<file path="config.mk">
export PLATFORM = sky130hd
export DESIGN_NAME = bcvg_div
export DESIGN_NICKNAME = d
export VERILOG_FILES = /design/src/rtl/bcvg_pkg.sv /design/src/rtl/bcvg_div.sv
export SDC_FILE = /design/constraint.sdc
export NUM_CORES = 1
export LEC_CHECK = 0
export ABC_AREA = 1
export BUFFER_PORTS_ARGS = -buffer_cell sky130_fd_sc_hd__buf_2
export CORE_MARGIN = 4
export CORE_UTILIZATION = 54
export DETAILED_ROUTE_END_ITERATION = 8
export GPL_ROUTABILITY_DRIVEN = 1
export GPL_TIMING_DRIVEN = 0
export PLACE_DENSITY = 0.88
export SYNTH_ARGS = -nofsm -noshare
export SYNTH_HDL_FRONTEND = slang
export SYNTH_SLANG_ARGS = --single-unit
</file>
<file path="constraint.sdc">
create_clock -name clk -period 1.66 [get_ports clk]
set_input_delay 0.332 -clock clk [delete_from_list [all_inputs] [get_ports clk]]
set_output_delay 0.332 -clock clk [all_outputs]
set_load 0.1 [all_outputs]
</file>
<file path="src/rtl/bcvg_pkg.sv">
// bcvg_pkg: constants, request/vertex types and the binomial table for the
// bezier curve vertex generator. No dependencies.
`timescale 1ns / 1ps
`default_nettype none

package bcvg_pkg;

  localparam int MAX_POINTS = 8;
  localparam int PT_IDX_W   = $clog2(MAX_POINTS);
  localparam int PT_CNT_W   = $clog2(MAX_POINTS + 1);

  localparam int COORD_W = 16;
  localparam int VTX_W   = 24;
  localparam int FRAC_W  = 8;

  localparam int VCNT_W = 6;
  localparam logic [VCNT_W-1:0] VCNT_RESET = VCNT_W'(16);

  // curve parameter in Q1.16, 0..1 inclusive
  localparam int Q_W     = 17;
  localparam int FRAC_Q  = 16;
  localparam int QPROD_W = 2 * Q_W;
  localparam logic [Q_W-1:0] ONE_Q16 = Q_W'(65536);

  // wide enough for any binomial coefficient with up to 16 points
  localparam int BINOM_W = 13;
  localparam int WGT_W   = BINOM_W + Q_W;
  // only the low 32 bits of the weighted sum reach the output
  localparam int ACC_W   = 32;

  typedef logic [MAX_POINTS-1:0][MAX_POINTS-1:0][BINOM_W-1:0] binom_tab_t;

  function automatic binom_tab_t build_binom();
    binom_tab_t tab;
    tab = '0;
    for (int r = 0; r < MAX_POINTS; r++) begin
      tab[r][0] = BINOM_W'(1);
      for (int c = 1; c <= r; c++) begin
        tab[r][c] = tab[r-1][c-1] + ((c < r) ? tab[r-1][c] : BINOM_W'(0));
      end
    end
    return tab;
  endfunction

  // pascal triangle, row = degree, column = point index
  localparam binom_tab_t BINOM_TAB = build_binom();

  typedef struct packed {
    logic signed [COORD_W-1:0] point_x;
    logic signed [COORD_W-1:0] point_y;
    logic                      last_point;
  } point_req_t;

  typedef struct packed {
    logic signed [VTX_W-1:0] vertex_x;
    logic signed [VTX_W-1:0] vertex_y;
    logic                    last_vertex;
    logic                    overflow_points;
  } vertex_t;

endpackage

`default_nettype wire

</file>
<file path="src/rtl/bcvg_div.sv">
// bcvg_div: restoring divider that splits 1.0 (Q1.16) by the segment count,
// one quotient bit per cycle. Depends on bcvg_pkg.
`timescale 1ns / 1ps
`default_nettype none

module bcvg_div import bcvg_pkg::*; (
  input  logic              clk,
  input  logic              rst_n,
  input  logic              start,
  input  logic [VCNT_W-1:0] divisor,
  output logic              busy,
  output logic [Q_W-1:0]    quo,
  output logic [VCNT_W-1:0] rem
);

  localparam int STEP_W = $clog2(Q_W);
  localparam logic [STEP_W-1:0] LAST_STEP = STEP_W'(Q_W - 1);

  logic              busy_r;
  logic [STEP_W-1:0] step_r;
  logic [Q_W-1:0]    dvd_r;
  logic [Q_W-1:0]    quo_r;
  logic [VCNT_W-1:0] rem_r;

  logic [VCNT_W:0]   rem_sh;
  logic [VCNT_W:0]   rem_diff;
  logic              fits;
  logic [VCNT_W-1:0] rem_nxt;

  always_comb begin
    rem_sh   = {rem_r, dvd_r[Q_W-1]};
    fits     = rem_sh >= {1'b0, divisor};
    rem_diff = rem_sh - {1'b0, divisor};
    // partial remainder stays below the divisor
    rem_nxt  = fits ? rem_diff[VCNT_W-1:0] : rem_sh[VCNT_W-1:0];
  end

  always_ff @(posedge clk) begin
    if (!rst_n) begin
      busy_r <= 1'b0;
      step_r <= '0;
    end else if (start) begin
      busy_r <= 1'b1;
      step_r <= '0;
    end else if (busy_r) begin
      step_r <= step_r + STEP_W'(1);
      if (step_r == LAST_STEP) begin
        busy_r <= 1'b0;
      end
    end
  end

  always_ff @(posedge clk) begin
    if (start) begin
      dvd_r <= ONE_Q16;
      quo_r <= '0;
      rem_r <= '0;
    end else if (busy_r) begin
      dvd_r <= {dvd_r[Q_W-2:0], 1'b0};
      quo_r <= {quo_r[Q_W-2:0], fits};
      rem_r <= rem_nxt;
    end
  end

  assign busy = busy_r;
  assign quo  = quo_r;
  assign rem  = rem_r;

endmodule

`default_nettype wire

</file>
==> metrics.cfg, run 1 <==
[outcome]
status = complete, no violations

[yosys]
synthTopCellsByCount = 43 x nor2_1, 36 x nand2_1, 33 x inv_1
yosys.area.top_type = dfxtp_1
synth-edff-count = 0
syn-instance-count = 224
synth_top_area_share_pct = 37.8
ys_async_sr_fraction_pct = 0
synth.most_common_cell = nor2_1
synth_seq_area_share_pct = 37.8
synth_cell_types = 28
synth-seq-cells = 30
yosysWarnings = 0
syn-cell-area_um2 = 1590
synth_area_leaders = dfxtp_1 38%, nor2_1 10%, nand2_1 8.5%
synth_flop_cell = dfxtp_1
syn_avg_cell_area_um2 = 7.09
syn_nets = 243

[sta]
max_freq_mhz = 616
fin_skew_ns = 0.0127
min_period_ns = 1.62
final-setup-viol-count = 0
relSlewSlack_pct = 67.6
holdWs_ns = 0.189
worst_pin_slew_ns = 0.490
rsz0062_at_grt = yes
final_max_slew_viol_count = 0
setup_slack_ns = 0.0378
fin_setup_tns_ns = 0
finalCritPeriodShare_pct = 97.7
final_hold_viol_count = 0

[grt]
antenna_found_initial = 0
grt_pass1_vias = 1394
grt_usage_pct = 18.3
grt_remaining_overflow = 0
grt_pass1_wl_um = 5980
grt_max_degree = 11

[setup_path]
crit_required_ns = 1.88
worstPathArrival_ns = 1.84
crit_buf_inv = 3
slowest_delay_ns = 0.40
critPathCaptureType = register
cpLargestDelayFamily = adder cells
worstPathCellList = inv_2, ha_4, fa_2, inv_2, nand3_2, nand4_1, nand2_1, nand3_1, nand3_1, nand2_1, inv_1
critPathKind = register to register
cp_slowest_cell = fa_2
cp-start-kind = register
path_max_fanout = 3

[placed_design]
place_ws_ns = -0.0648
place_congestion = 0.812
dp_hpwl_um = 2410
port_buffers = 32
place_area_um2 = 1820

[routing]
wl_per_cell_um = 11.5
finalWirelength_um = 3420
drtIter0Drc = 93
first_pass_iters = 4
vias = 1543
vias_per_cell = 5.20
final_antenna_net_count = 0
route.detailed.drc = 0

[die]
die_area_um2 = 3870
rows = 19
core_area_um2 = 2780
start_util_pct = 57.1
die_w_um = 62.2
pin_count = 33
die_h_um = 62.2

[cts]
clockBufferDepth = 2
hold_buffers = 0
cts.sinks = 30
clk_latency_ns = 0.33
cts-root-buf = clkbuf_4
cts_tree = built
clk_pin_slew_ns = 0.10
cts_buffers = 5
h-tree-depth = 2

[power]
vdd_drop_max_mv = 0.993
leakage_uw = 0.00104
p_per_area_nw_per_um2 = 951

[cells_and_area]
design_area_um2 = 1970
num_antenna_cells = 0
syn_to_final_growth_pct = 24.2
nNetsFinal = 284
drive_gt1_share_pct = 29.7
fillers = 228

[worst_hold_path]
hp-class = input port to register

[flow_run]
maxCapViolations = 0

metrics by stage:
stage	util (%)	total power [uW]	std cells
after global routing	70.9	1980	297
after CTS	67.8	1850	295
after global placement	65.5	1390	287
final	70.9	1880	297
after floorplan	-	1300	224
after detailed placement	65.5	1400	287
layout by cell type (no fill, tap or decap), types with 4 or more instances in the layout:
master | Yosys | routed
inv_1 | 33 | 30
buf_2 | 2 | 34
clkbuf_4 | 0 | 5
ha_4 | 0 | 5
nand4_1 | 8 | 8
nand2_1 | 36 | 35
nor2_1 | 43 | 42
dfxtp_4 | 0 | 5
clkbuf_1 | 5 | 5
dfxtp_1 | 30 | 22
ha_1 | 9 | 4
o21ai_0 | 19 | 19
inv_2 | 1 | 4
nand3_1 | 15 | 13
timing repair:
item,in CTS,in global routing
buffers inserted,0,2
pin swaps,0,6
gates resized for setup,1,16
setup endpoints to repair,1,6
layout make-up:
| cell class | count | area [um2] | area share, % |
|---|---|---|---|
| Buffer | 8 | 36.3 | 1.84 |
| Clock buffer | 6 | 51.3 | 2.60 |
| Clock inverter | 2 | 11.3 | 0.571 |
| Inverter | 34 | 128 | 6.47 |
| Multi-Input combinational cell | 152 | 910 | 46.1 |
| Sequential cell | 30 | 623 | 31.6 |
| Tap cell | 31 | 38.8 | 1.97 |
| Timing Repair Buffer | 34 | 175 | 8.88 |
sequential cells by signal, summed over array words and instances (netlist names):
signal	cells
dvd_r	1
rem	6
quo	17
busy	1
step_r	5
layer usage:
layer	GRT usage, %	vias to the layer above	share of wire, %
met3	5.95	5	5.0
met2	28.6	35	45
met1	24.0	707	49
li1	-	796	-
met5	0	-	0
met4	4.88	0	1.1
where the power goes:
group	switching, uW	total [uW]	leakage [uW]	internal [uW]
Clock	256	460	0.0000386	205
Combinational	475	620	0.000750	145
Sequential	36.1	796	0.000250	760
final timing paths:
check | slack (ns) | end | cells past startpoint | start
worst max-delay path | 0.04 | rem[4] | 11 | dvd_r[16]
worst min register to register | 0.46 | step_r[4] | 1 | step_r[4]
worst min-delay path | 0.19 | rem[5] | 2 | start
worst max register to register | 0.04 | rem[4] | 11 | dvd_r[16]
cell families after synthesis:
kind of cell | share of synthesized area, %
buf+inv | 10.3
xor+xnor | 0.551
simple gates | 34.5
fa+ha+maj | 8.35
compound gates | 8.50
flops | 37.8
Power figures use the tool's default switching activity.
==> inputs of run 2 (changes only) <==
==> constraint.sdc (replaced) <==
create_clock -name clk -period 1.66 [get_ports clk]
set_input_delay 0.332 -clock clk [delete_from_list [all_inputs] [get_ports clk]]
set_output_delay 0.332 -clock clk [all_outputs]
set_load 0.05 [all_outputs]
==> metrics.cfg, run 2 (same netlist as run 1, synthesis figures left out) <==
[cts]
cts_buffers = 5  ; unchanged
h-tree-depth = 2  ; unchanged
clk_pin_slew_ns = 0.09  ; about the same
clk_latency_ns = 0.34  ; about the same
cts.sinks = 30  ; unchanged
cts-root-buf = clkbuf_4
clockBufferDepth = 2  ; unchanged
hold_buffers = 0  ; unchanged
cts_tree = built

[die]
pin_count = 33  ; unchanged
die_h_um = 62.2  ; unchanged
core_area_um2 = 2780  ; unchanged
die_w_um = 62.2  ; unchanged
die_area_um2 = 3870  ; unchanged
start_util_pct = 57.1  ; unchanged
rows = 19  ; unchanged

[sta]
holdWs_ns = 0.196  ; +0.00712 ns
finalCritPeriodShare_pct = 100  ; +2.4 points
rsz0062_at_grt = yes
fin_skew_ns = 0.0151  ; +0.00232 ns
fin_setup_tns_ns = -0.00180  ; -0.00180 ns
max_freq_mhz = 602  ; -2.4%
final_hold_viol_count = 0  ; unchanged
worst_pin_slew_ns = 0.416  ; -0.0742 ns
min_period_ns = 1.66  ; +0.0396 ns
final_max_slew_viol_count = 0  ; unchanged
final-setup-viol-count = 1  ; +1
setup_slack_ns = -0.00180  ; -0.0396 ns
relSlewSlack_pct = 72.3  ; +4.7 points

[setup_path]
path_max_fanout = 3  ; unchanged
cp-start-kind = register
crit_required_ns = 1.89  ; about the same
worstPathArrival_ns = 1.89  ; +0.05 ns
critPathCaptureType = register
critPathKind = register to register
ff2ff_setup_slack_ns = -0.002  ; -0.04 ns

[power]
leakage_uw = 0.00105  ; +0.71%
p_per_area_nw_per_um2 = 884  ; -7.0%
vdd_drop_max_mv = 0.861  ; -13%

[placed_design]
dp_hpwl_um = 2470  ; +2.8%
dp_cells = 287  ; unchanged
port_buffers = 32  ; unchanged
place_ws_ns = -0.0714  ; -0.00661 ns
place_congestion = 0.805  ; -0.80%

[routing]
drtIter0Drc = 68  ; -27%
vias = 1556  ; +0.84%
vias_per_cell = 5.20  ; +0.17%
final_antenna_net_count = 0  ; unchanged
first_pass_iters = 4  ; unchanged
route.detailed.drc = 0  ; unchanged
wl_per_cell_um = 12.1  ; +5.3%
finalWirelength_um = 3620  ; +6.0%

[cells_and_area]
fillers = 224  ; -1.8%
final_common_cell = nor2_1
drive_gt1_share_pct = 28.7  ; -0.97 points
final_cell_mix = 43 x nor2_1, 35 x nand2_1, 34 x buf_2, 31 x inv_1, 24 x dfxtp_1
largest_reg_flops = 17  ; unchanged
num_antenna_cells = 0  ; unchanged
nNetsFinal = 286  ; +0.70%
syn_to_final_growth_pct = 23.7
final_cells = 299  ; +0.67%

[grt]
antenna_found_initial = 0  ; unchanged
grt_max_degree = 11  ; unchanged
grt_usage_pct = 18.0  ; -0.31 points
grt_pass1_wl_um = 5780  ; -3.2%
grt_remaining_overflow = 0  ; unchanged
grt_pass1_vias = 1395  ; +0.072%

[outcome]
violations = setup timing
status = complete, but fails checks

[flow_run]
maxCapViolations = 0  ; unchanged

[worst_hold_path]
hp-class = input port to register

==> run 2: path summary, 6_finish.rpt <==
kind	cells past startpoint	startpoint	to
max	11	dvd_r[16]	rem[4]
min	2	start	rem[5]
max reg2reg	11	dvd_r[16]	rem[4]
min reg2reg	1	step_r[4]	step_r[4]
==> run 2: layout make-up <==
cell class / count / area (um2) / share of cell area [%]
plain buffers: 8 / 36.3 / 1.85
well taps: 31 / 38.8 / 1.97
multi-input cells: 152 / 900 / 45.8
flip-flops and latches: 30 / 611 / 31.1
clock buffers: 7 / 55.1 / 2.80
repair buffers: 36 / 190 / 9.68
clock inverters: 1 / 5.00 / 0.255
inverters: 34 / 130 / 6.62
==> run 2: through the flow <==
step                      power (uW)  utilization (%)  area, um2
after floorplan                 1150                -       1600
after global placement          1240             64.5       1790
after detailed placement        1250             64.5       1790
after CTS                       1710             66.8       1860
after global routing            1830             70.7       1970
final                           1740             70.7       1970
==> run 2: power breakdown <==
| group | switching (uW) | internal [uW] | total (uW) |
|---|---|---|---|
| registers | 35.2 | 763 | 799 |
| clock network | 254 | 205 | 459 |
| logic | 334 | 146 | 480 |
| total | 624 | 1110 | 1740 |
==> run 2: critical path: stages (launching register included) <==
cell and delay [ns]:
dfxtp_2 0.36, inv_4 0.05, ha_4 0.15, fa_2 0.40, inv_2 0.06, nand3_2 0.09, nand4_1 0.12, nand2_1 0.08
nand3_1 0.08, nand3_1 0.06, nand2_1 0.06, inv_1 0.04
==> run 2: what timing repair did <==
action                                  in CTS  in global routing
endpoints found under the setup margin       1                  6
pin swaps                                    0                  9
buffers inserted                             0                  4
resized for setup                            1                 17
==> run 2: metal layers <==
metal / part of all wire (%) / global-route usage, % / vias to the layer above
li1: - / - / 796
met1: 46 / 21.5 / 712
met2: 47 / 27.8 / 41
met3: 5.7 / 6.31 / 7
met4: 1.7 / 9.76 / 0
met5: 0 / 0 / -
==> inputs of run 3 (changes only) <==
ABC_AREA = default   (was 1)
CORE_UTILIZATION = 53   (was 54)
PLACE_DENSITY = 0.87   (was 0.88)
==> metrics.cfg, run 3 <==
[cells_and_area]
design_area_um2 = 2080  ; +6.0%
fillers = 155  ; -31%
drive_gt1_share_pct = 46.0  ; +17 points
final_cell_mix = 34 x buf_2, 29 x nor2_1, 24 x dfxtp_1, 20 x mux2i_1, 12 x buf_4
num_antenna_cells = 0  ; unchanged
syn_to_final_growth_pct = 39.3
nNetsFinal = 231  ; -19%
final_common_cell = buf_2
largest_reg_flops = 17  ; unchanged

[sta]
relSlewSlack_pct = 65.6  ; -6.7 points
finalCritPeriodShare_pct = 110  ; +10 points
max_freq_mhz = 546  ; -9.3%
final_max_slew_viol_count = 0  ; unchanged
final-setup-viol-count = 5  ; +4
min_period_ns = 1.83  ; +0.169 ns
worst_pin_slew_ns = 0.516  ; +0.101 ns
setup_slack_ns = -0.171  ; -0.169 ns
final_hold_viol_count = 0  ; unchanged
fin_skew_ns = 0.0141  ; -0.000964 ns
rsz0062_at_grt = yes

[flow_run]
maxCapViolations = 0  ; unchanged

[grt]
grt_pass1_wl_um = 6430  ; +11%
antenna_found_initial = 0  ; unchanged
grt_max_degree = 11  ; unchanged
grt_usage_pct = 23.7  ; +5.7 points
grt_remaining_overflow = 0  ; unchanged
grt_pass1_vias = 1423  ; +2.0%

[die]
rows = 18  ; -1
start_util_pct = 57.7  ; +0.60 points
die_w_um = 61.1  ; -1.8%
pin_count = 33  ; unchanged
die_area_um2 = 3740  ; -3.6%
die_h_um = 61.1  ; -1.8%
core_area_um2 = 2590  ; -6.9%

[setup_path]
ff2ff_setup_slack_ns = -0.17  ; -0.17 ns
critPathKind = register to register
cp-start-kind = register
r2r_cells = 6  ; -5
r2r-start = rem[2]
r2r_end = rem[1]
critPathCaptureType = register
crit_required_ns = 1.89  ; about the same
worstPathArrival_ns = 2.06  ; +0.17 ns
path_max_fanout = 4  ; +1

[routing]
drtIter0Drc = 76  ; +12%
top_layer = met4
met3_length_um = 202  ; -1.5%
final_antenna_net_count = 0  ; unchanged
route.detailed.drc = 0  ; unchanged
vias = 1387  ; -11%
wl_per_cell_um = 16.7  ; +38%
wirelength_met1_um = 1570  ; -5.3%
wl_met2_um = 2140  ; +26%
finalWirelength_um = 4050  ; +12%
first_pass_iters = 4  ; unchanged
vias_per_cell = 5.71  ; +9.7%

[placed_design]
dp_hpwl_um = 2410  ; -2.4%
place_ws_ns = -0.305  ; -0.233 ns
place_congestion = 0.782  ; -3.0%
place_area_um2 = 1800  ; +0.21%
port_buffers = 32  ; unchanged

[worst_hold_path]
hp-class = input port to register
min_from = rst_n
whs_path_depth = 2  ; unchanged
hold_end = busy

[cts]
clk_latency_ns = 0.33  ; about the same
h-tree-depth = 2  ; unchanged
clk_pin_slew_ns = 0.11  ; +0.02 ns
clockBufferDepth = 2  ; unchanged
cts_buffers = 5  ; unchanged
hold_buffers = 0  ; unchanged
cts.sinks = 30  ; unchanged
cts_tree = built
cts-root-buf = clkbuf_4

[yosys]
synth_cell_types = 38  ; +36%
synth_area_leaders = dfxtp_1 40%, mux2i_1 13%, nor2_1 8.0%
syn-cell-area_um2 = 1500  ; -5.9%
yosys.area.top_type = dfxtp_1
synth-edff-count = 0  ; unchanged
synth_seq_area_share_pct = 40.2  ; +2.4 points
synthTopCellsByCount = 32 x nor2_1, 30 x dfxtp_1, 20 x mux2i_1
synth_top_area_share_pct = 40.2  ; +2.4 points
synth-seq-cells = 30  ; unchanged
synth_flop_cell = dfxtp_1
syn_avg_cell_area_um2 = 9.46  ; +33%
syn_nets = 177  ; -27%
yosysWarnings = 0  ; unchanged
syn-instance-count = 158  ; -29%
ys_async_sr_fraction_pct = 0  ; unchanged
synth.most_common_cell = nor2_1

[power]
clkPwrFrac_pct = 28.6  ; +2.2 points
combPwrFrac_pct = 31.0  ; +3.4 points
power.internal_uw = 1300  ; +17%
vdd_drop_max_mv = 0.986  ; +14%
seq_power_share_pct = 40.5  ; -5.4 points
leakage_uw = 0.000952  ; -9.0%
p_sw_share_pct = 31.9  ; -4.0 points
switchingPower_uw = 610  ; -2.2%
power.total_uw = 1910  ; +10%
p_per_area_nw_per_um2 = 918  ; +3.8%

[outcome]
status = complete, but fails checks
violations = setup timing

[run 3: cell count changes after synthesis, moves of 3 or more]
| cell | delta |
|---|---|
| mux2i_1 | +20 |
| nor2_1 | -11 |
| xor2_1 | +4 |
| nor2_2 | -3 |
| inv_1 | -22 |
| nand2_1 | -31 |
| o21ai_0 | -17 |
| nand4_1 | -4 |
| nand3_1 | -13 |
[run 3: repair_timing]
action / 4_1_cts / 5_1_grt
hold endpoints to repair: 0 / 0
buffers inserted: 12 / 3
cloned: 0 / 0
pin swaps: 16 / 10
resized for setup: 11 / 12
endpoints found under the setup margin: 6 / 17
[run 3: worst max path at each step]
stage | slack (ns) | startpoint | cells after the start | endpoint
2_1_floorplan | -0.13 | rem[4] | 6 | rem[1]
3_3_place_gp | -0.25 | divisor[1] | 8 | rem[1]
3_5_place_dp | -0.30 | divisor[5] | 8 | rem[1]
4_1_cts | -0.17 | rem[4] | 6 | rem[1]
5_1_grt | -0.21 | rem[0] | 6 | rem[1]
6_report | -0.17 | rem[2] | 6 | rem[1]
[run 3: cell families after synthesis]
family / count (synthesis) / share of synthesized area (%)
DFF: 30 / 40.2
and+or+nand+nor: 55 / 18.6
adders and majority gates: 10 / 8.87
xor gates and xnor gates: 6 / 3.51
AOI/OAI and AO/OA: 20 / 11.1
buffers and inverters: 17 / 4.35
muxes: 20 / 13.4
[run 3: power by group through the flow]
stage	combinational, uW	clock (uW)	sequential [uW]
floorplan	277	0	854
global placement	418	0	789
detailed placement	432	0	790
CTS	536	543	771
global route	626	588	777
finish	592	546	774
[run 3: worst max-delay path: stages (launching register included)]
cell and delay (ns):
dfxtp_4 0.38, ha_4 0.28, nand4b_4 0.13, a211oi_4 0.24, nor3_4 0.11, or4b_1 0.48
o311ai_1 0.11
[run 3: stage by stage]
stage | utilization, % | hold WS (ns) | TNS (ns) | std cells
final | 80.4 | 0.265 | -0.583 | 243
after global routing | 80.4 | 0.258 | -0.918 | 243
after CTS | 78.2 | 0.249 | -0.472 | 240
after floorplan | - | 0.404 | -0.341 | 158
after detailed placement | 69.4 | 0.461 | -1.53 | 220
after global placement | 69.4 | 0.458 | -1.28 | 220
[run 3: area by class of cell]
| cell class | instances | area, um2 | share of cell area (%) |
|---|---|---|---|
| well taps | 30 | 37.5 | 1.80 |
| repair buffers | 47 | 293 | 14.1 |
| flip-flops and latches | 30 | 621 | 29.8 |
| multi-input cells | 111 | 985 | 47.3 |
| clock buffers | 8 | 78.8 | 3.78 |
| inverters | 11 | 41.3 | 1.98 |
| plain buffers | 6 | 27.5 | 1.32 |
[run 3: routing by layer]
layer	global-route usage (%)	vias up
li1	-	654
met1	27.3	669
met2	42.1	47
met3	4.61	17
met4	10.5	0
met5	0	-
